[src/rtl/utf8uc_pkg.sv]
// ============================================================================
// utf8uc_pkg
// Shared types and constants of the UTF-8 unique code point collector.
// ============================================================================
`default_nettype none

package utf8uc_pkg;

    localparam int CP_W    = 21;
    localparam int BYTE_W  = 8;
    localparam int SLOT_W  = 9;
    localparam int COUNT_W = 10;

    localparam logic [BYTE_W-1:0] C_ASCII_LIMIT = 8'h80;
    localparam logic [BYTE_W-1:0] C_LEAD2_MASK  = 8'hE0;
    localparam logic [BYTE_W-1:0] C_LEAD2_CODE  = 8'hC0;
    localparam logic [BYTE_W-1:0] C_LEAD3_MASK  = 8'hF0;
    localparam logic [BYTE_W-1:0] C_LEAD3_CODE  = 8'hE0;
    localparam logic [BYTE_W-1:0] C_LOW5        = 8'h1F;
    localparam logic [BYTE_W-1:0] C_LOW4        = 8'h0F;
    localparam logic [BYTE_W-1:0] C_LOW3        = 8'h07;
    localparam logic [BYTE_W-1:0] C_LOW6        = 8'h3F;

    localparam logic [CP_W-1:0] C_CP_ASCII_LIMIT = 21'h00080;

    typedef enum logic [1:0] {
        OUT_ASCII = 2'd0,
        OUT_NEW   = 2'd1,
        OUT_FOUND = 2'd2,
        OUT_FULL  = 2'd3
    } t_outcome;

    typedef enum logic [1:0] {
        ST_IDLE,
        ST_SCAN,
        ST_INSERT
    } t_state;

    typedef struct packed {
        logic            valid;
        logic [CP_W-1:0] cp;
    } t_job;

endpackage

`default_nettype wire

[src/rtl/utf8uc_decoder.sv]
// ============================================================================
// utf8uc_decoder
// Assembles code points from UTF-8 bytes without validation and issues a
// lookup job for every completed sequence.
// ============================================================================
`default_nettype none

module utf8uc_decoder
    import utf8uc_pkg::*;
(
    input  wire logic              i_clk,
    input  wire logic              i_rst_n,
    input  wire logic              i_accept,
    input  wire logic [BYTE_W-1:0] i_text_byte,
    output t_job                   o_job
);

    logic [CP_W-1:0] r_partial;
    logic [CP_W-1:0] n_partial;
    logic [1:0]      r_pending;
    logic [1:0]      n_pending;
    logic            done;
    logic [CP_W-1:0] done_cp;
    logic [CP_W-1:0] shifted;

    always_comb begin
        shifted   = {r_partial[CP_W-7:0], i_text_byte[5:0] & C_LOW6[5:0]};
        n_partial = r_partial;
        n_pending = r_pending;
        done      = 1'b0;
        done_cp   = '0;
        if (r_pending == 2'd0) begin
            if (i_text_byte < C_ASCII_LIMIT) begin
                done    = 1'b1;
                done_cp = {{(CP_W-BYTE_W){1'b0}}, i_text_byte};
            end else if ((i_text_byte & C_LEAD2_MASK) == C_LEAD2_CODE) begin
                n_partial = {{(CP_W-BYTE_W){1'b0}}, i_text_byte & C_LOW5};
                n_pending = 2'd1;
            end else if ((i_text_byte & C_LEAD3_MASK) == C_LEAD3_CODE) begin
                n_partial = {{(CP_W-BYTE_W){1'b0}}, i_text_byte & C_LOW4};
                n_pending = 2'd2;
            end else begin
                n_partial = {{(CP_W-BYTE_W){1'b0}}, i_text_byte & C_LOW3};
                n_pending = 2'd3;
            end
        end else begin
            n_pending = r_pending - 2'd1;
            if (r_pending == 2'd1) begin
                done      = 1'b1;
                done_cp   = shifted;
                n_partial = '0;
            end else begin
                n_partial = shifted;
            end
        end
    end

    always_ff @(posedge i_clk) begin
        if (!i_rst_n) begin
            r_partial <= '0;
            r_pending <= 2'd0;
        end else if (i_accept) begin
            r_partial <= n_partial;
            r_pending <= n_pending;
        end
    end

    assign o_job.valid = i_accept & done;
    assign o_job.cp    = done_cp;

endmodule

`default_nettype wire

[config.mk]
export PLATFORM = sky130hd
export DESIGN_NAME = utf8uc_decoder
export DESIGN_NICKNAME = d
export VERILOG_FILES = /design/src/rtl/utf8uc_pkg.sv /design/src/rtl/utf8uc_decoder.sv
export SDC_FILE = /design/constraint.sdc
export NUM_CORES = 1
export LEC_CHECK = 0
export BUFFER_PORTS_ARGS = -buffer_cell sky130_fd_sc_hd__buf_2
export CORE_ASPECT_RATIO = 0.6
export CORE_MARGIN = 4
export CORE_UTILIZATION = 25
export DETAILED_ROUTE_END_ITERATION = 12
export PLACE_DENSITY = 0.49
export SLEW_MARGIN = 25
export SYNTH_ARGS = -nofsm -noshare
export SYNTH_HDL_FRONTEND = slang
export SYNTH_SLANG_ARGS = --single-unit
[constraint.sdc]
create_clock -name i_clk -period 2.5 [get_ports i_clk]
set_input_delay 0.25 -clock i_clk [delete_from_list [all_inputs] [get_ports i_clk]]
set_output_delay 0.25 -clock i_clk [all_outputs]
set_load 0.02 [all_outputs]
==> results.cfg <==
[status]
outcome = finished, final reports clean

[timing]
drv_slew = 0
finalSetupTns_ns = 0
finalSetupViolations = 0
relSlewSlack_pct = 53.6
skew_ns = 0.00746
finalHoldViolations = 0
finalCriticalPeriod_ns = 2.05
min_period_over_period_pct = 81.9
tightest_slew_ns = 0.694
rsz0062_at_grt = false
fmax_mhz = 488

[clock_tree]
clock_latency_ns = 0.25
cts_buffers = 3
root_buffer = clkbuf_8
cts_setup_buffers = 0
cts_sinks = 17
clockBufferDepth = 2
cts.clk_slew.worst_paths_ns = 0.07
h-tree-depth = 1
cts-hold-fix-buffers = 0
cts_tree = yes
ctsResizeCount = 0

[logic_synthesis]
ys_ff_latch = 17
syn-instance-count = 94
muxShareOfSynthArea_pct = 0
synth_xor_area_share_pct = 0
seq_area_frac_synth_pct = 40.1
synth_edf_count = 0
synth_simple_gate_area_share_pct = 29.2
syn_nets = 105
synth-compound-area-share_pct = 25.2
ys_warn_count = 0
synthFlopType = dfxtp_1
async_flop_share_pct = 0
synth_top_family_by_area = simple AND/OR/NAND/NOR gates
synth_area_um2 = 850
netlist-cell-type-count = 25
synthAdderAreaFrac_pct = 0
synth.avg_cell_area_um2 = 9.04

[power_and_ir_drop]
switching_share_pct = 27.4
seqPwrFrac_pct = 49.6
p_switching_mw = 0.158
clkPwrFrac_pct = 35.7
p_leak_nw = 0.481
internal_power_mw = 0.419
pwr-share-comb_pct = 14.7
power_density_nw_per_um2 = 540
vdd_drop_max_mv = 0.157

[cells_and_area]
multiInputGateArea_um2 = 462
final_common_cell = buf_2
fillerInstances = 352
n_antenna_cell = 0
finalInstanceArea_um2 = 1070
seq_area_um2 = 340
layout_common_cells = buf_2, and2_1, dfxtp_1
area_delta_synth_final_pct = 25.8
nNetsFinal = 135
layout-drive-gt1-share_pct = 30.1

[critical_path]
worstSetupEndpointType = primary output
worstSetupStartpointType = register
critical-path-top-delay-family = simple AND/OR/NAND/NOR gates
path_cells = and2b_1 > nor2_1 > and2_1 > buf_2
path_class = reg2out
slowest_delay_ns = 0.50
cp.required_ns = 2.25
crit_buf_inv = 1
critPathArrivalTime_ns = 1.80
crit_slowest_cell = dfxtp_1
cp_max_fo = 9

[place]
place_area_um2 = 1020
hpwl_um = 1650
io_buffer_count = 32
gp_congestion = 0.700

[grt]
antenna_found_initial = 0
grt_pass1_wl_um = 3670
grt_pass1_vias = 775
grt_overflow_total = 0
grt_max_degree = 15
grt_usage_pct = 10.6

[floorplanning]
start_util_pct = 26.0
die_h_um = 53.2
fp-row-count = 16
die_x_um = 83.3
die-area_um2 = 4430
placeableCoreArea_um2 = 3260
pin_count = 33

[detailed_routing]
firstDrtPassIters = 4
drtAntennaViolNets = 0
first_iter_violations = 66
num_vias = 792
route.detailed.drc = 0
post_drt_wl_per_cell_um = 13.1
routed_wl_um = 2200
viasPerCell = 4.71

[worst_hold_path]
hold_path.class = in2reg

[flow_run]
max-cap-violations = 0
[power by group through the flow]
stage	Sequential (mW)	Clock, mW	Combinational (mW)
floorplan	0.287	0	0.0633
global placement	0.292	0	0.0850
detailed placement	0.292	0	0.0861
CTS	0.286	0.211	0.0865
global route	0.288	0.227	0.0957
finish	0.286	0.206	0.0851
[synthesized netlist by cell type, types with 3 or more instances]
master / number / area, µm²
nand3_1: 4 / 20.0
and2_1: 21 / 131
nand2_1: 5 / 18.8
o211ai_1: 3 / 22.5
nor2b_1: 3 / 18.8
a21boi_0: 4 / 30.0
a22o_1: 10 / 87.6
dfxtp_1: 17 / 340
nor2_1: 3 / 11.3
[flip-flops by register name, indices dropped and copies added, names as in the netlist]
signal / flops
r_partial: 15
r_pending: 2
[tightest hold or removal path: stages]
cell,delay [ns]
buf_2,0.10
nand3_1,0.06
o31ai_1,0.06
[cells by family (layout without fill, tap and decap cells)]
| logic type | after synthesis | after routing |
|---|---|---|
| AOI/OAI and AO/OA | 26 | 26 |
| and+or+nand+nor | 43 | 43 |
| buffers and inverters | 8 | 37 |
| DFF | 17 | 17 |
[metal layers]
metal	vias to the layer above	global-route usage [%]	part of all wire, %
met5	-	0	0
met4	0	4.35	1.3
met3	4	3.58	6.1
met2	28	16.5	43
met1	367	13.5	49
li1	393	-	-
[layout make-up]
cell class	instances	share of cell area (%)
inverters	1	0.351
flip-flops and latches	17	31.9
multi-input cells	69	43.2
repair buffers	32	15.0
well taps	45	5.27
clock buffers	3	3.86
clock inverters	1	0.468
[worst paths after layout]
path                              startpoint                         end  slack (ns)  cells past startpoint
setup / recovery   r_pending[0]$_SDFFE_PN0P_                    o_job[4]        0.45                      4
setup reg to reg   r_pending[1]$_SDFFE_PN0P_  r_partial[12]$_SDFFE_PN0P_        0.92                      3
hold reg to reg   r_partial[10]$_SDFFE_PN0P_  r_partial[10]$_SDFFE_PN0P_        0.47                      1
hold / removal                i_text_byte[3]   r_partial[3]$_SDFFE_PN0P_        0.27                      3
[through the flow]
| stage | hold WS, ns | utilization [%] | setup WS, ns | total power, mW | instances |
|---|---|---|---|---|---|
| after floorplan | 0.383 | - | 1.11 | 0.350 | 94 |
| after global placement | 0.451 | 31.3 | 0.773 | 0.377 | 164 |
| after detailed placement | 0.449 | 31.3 | 0.728 | 0.379 | 164 |
| after CTS | 0.267 | 32.7 | 0.435 | 0.584 | 168 |
| after global routing | 0.296 | 32.7 | 0.231 | 0.610 | 168 |
| final | 0.268 | 32.7 | 0.451 | 0.577 | 168 |
(Power assumes the default switching activity.)
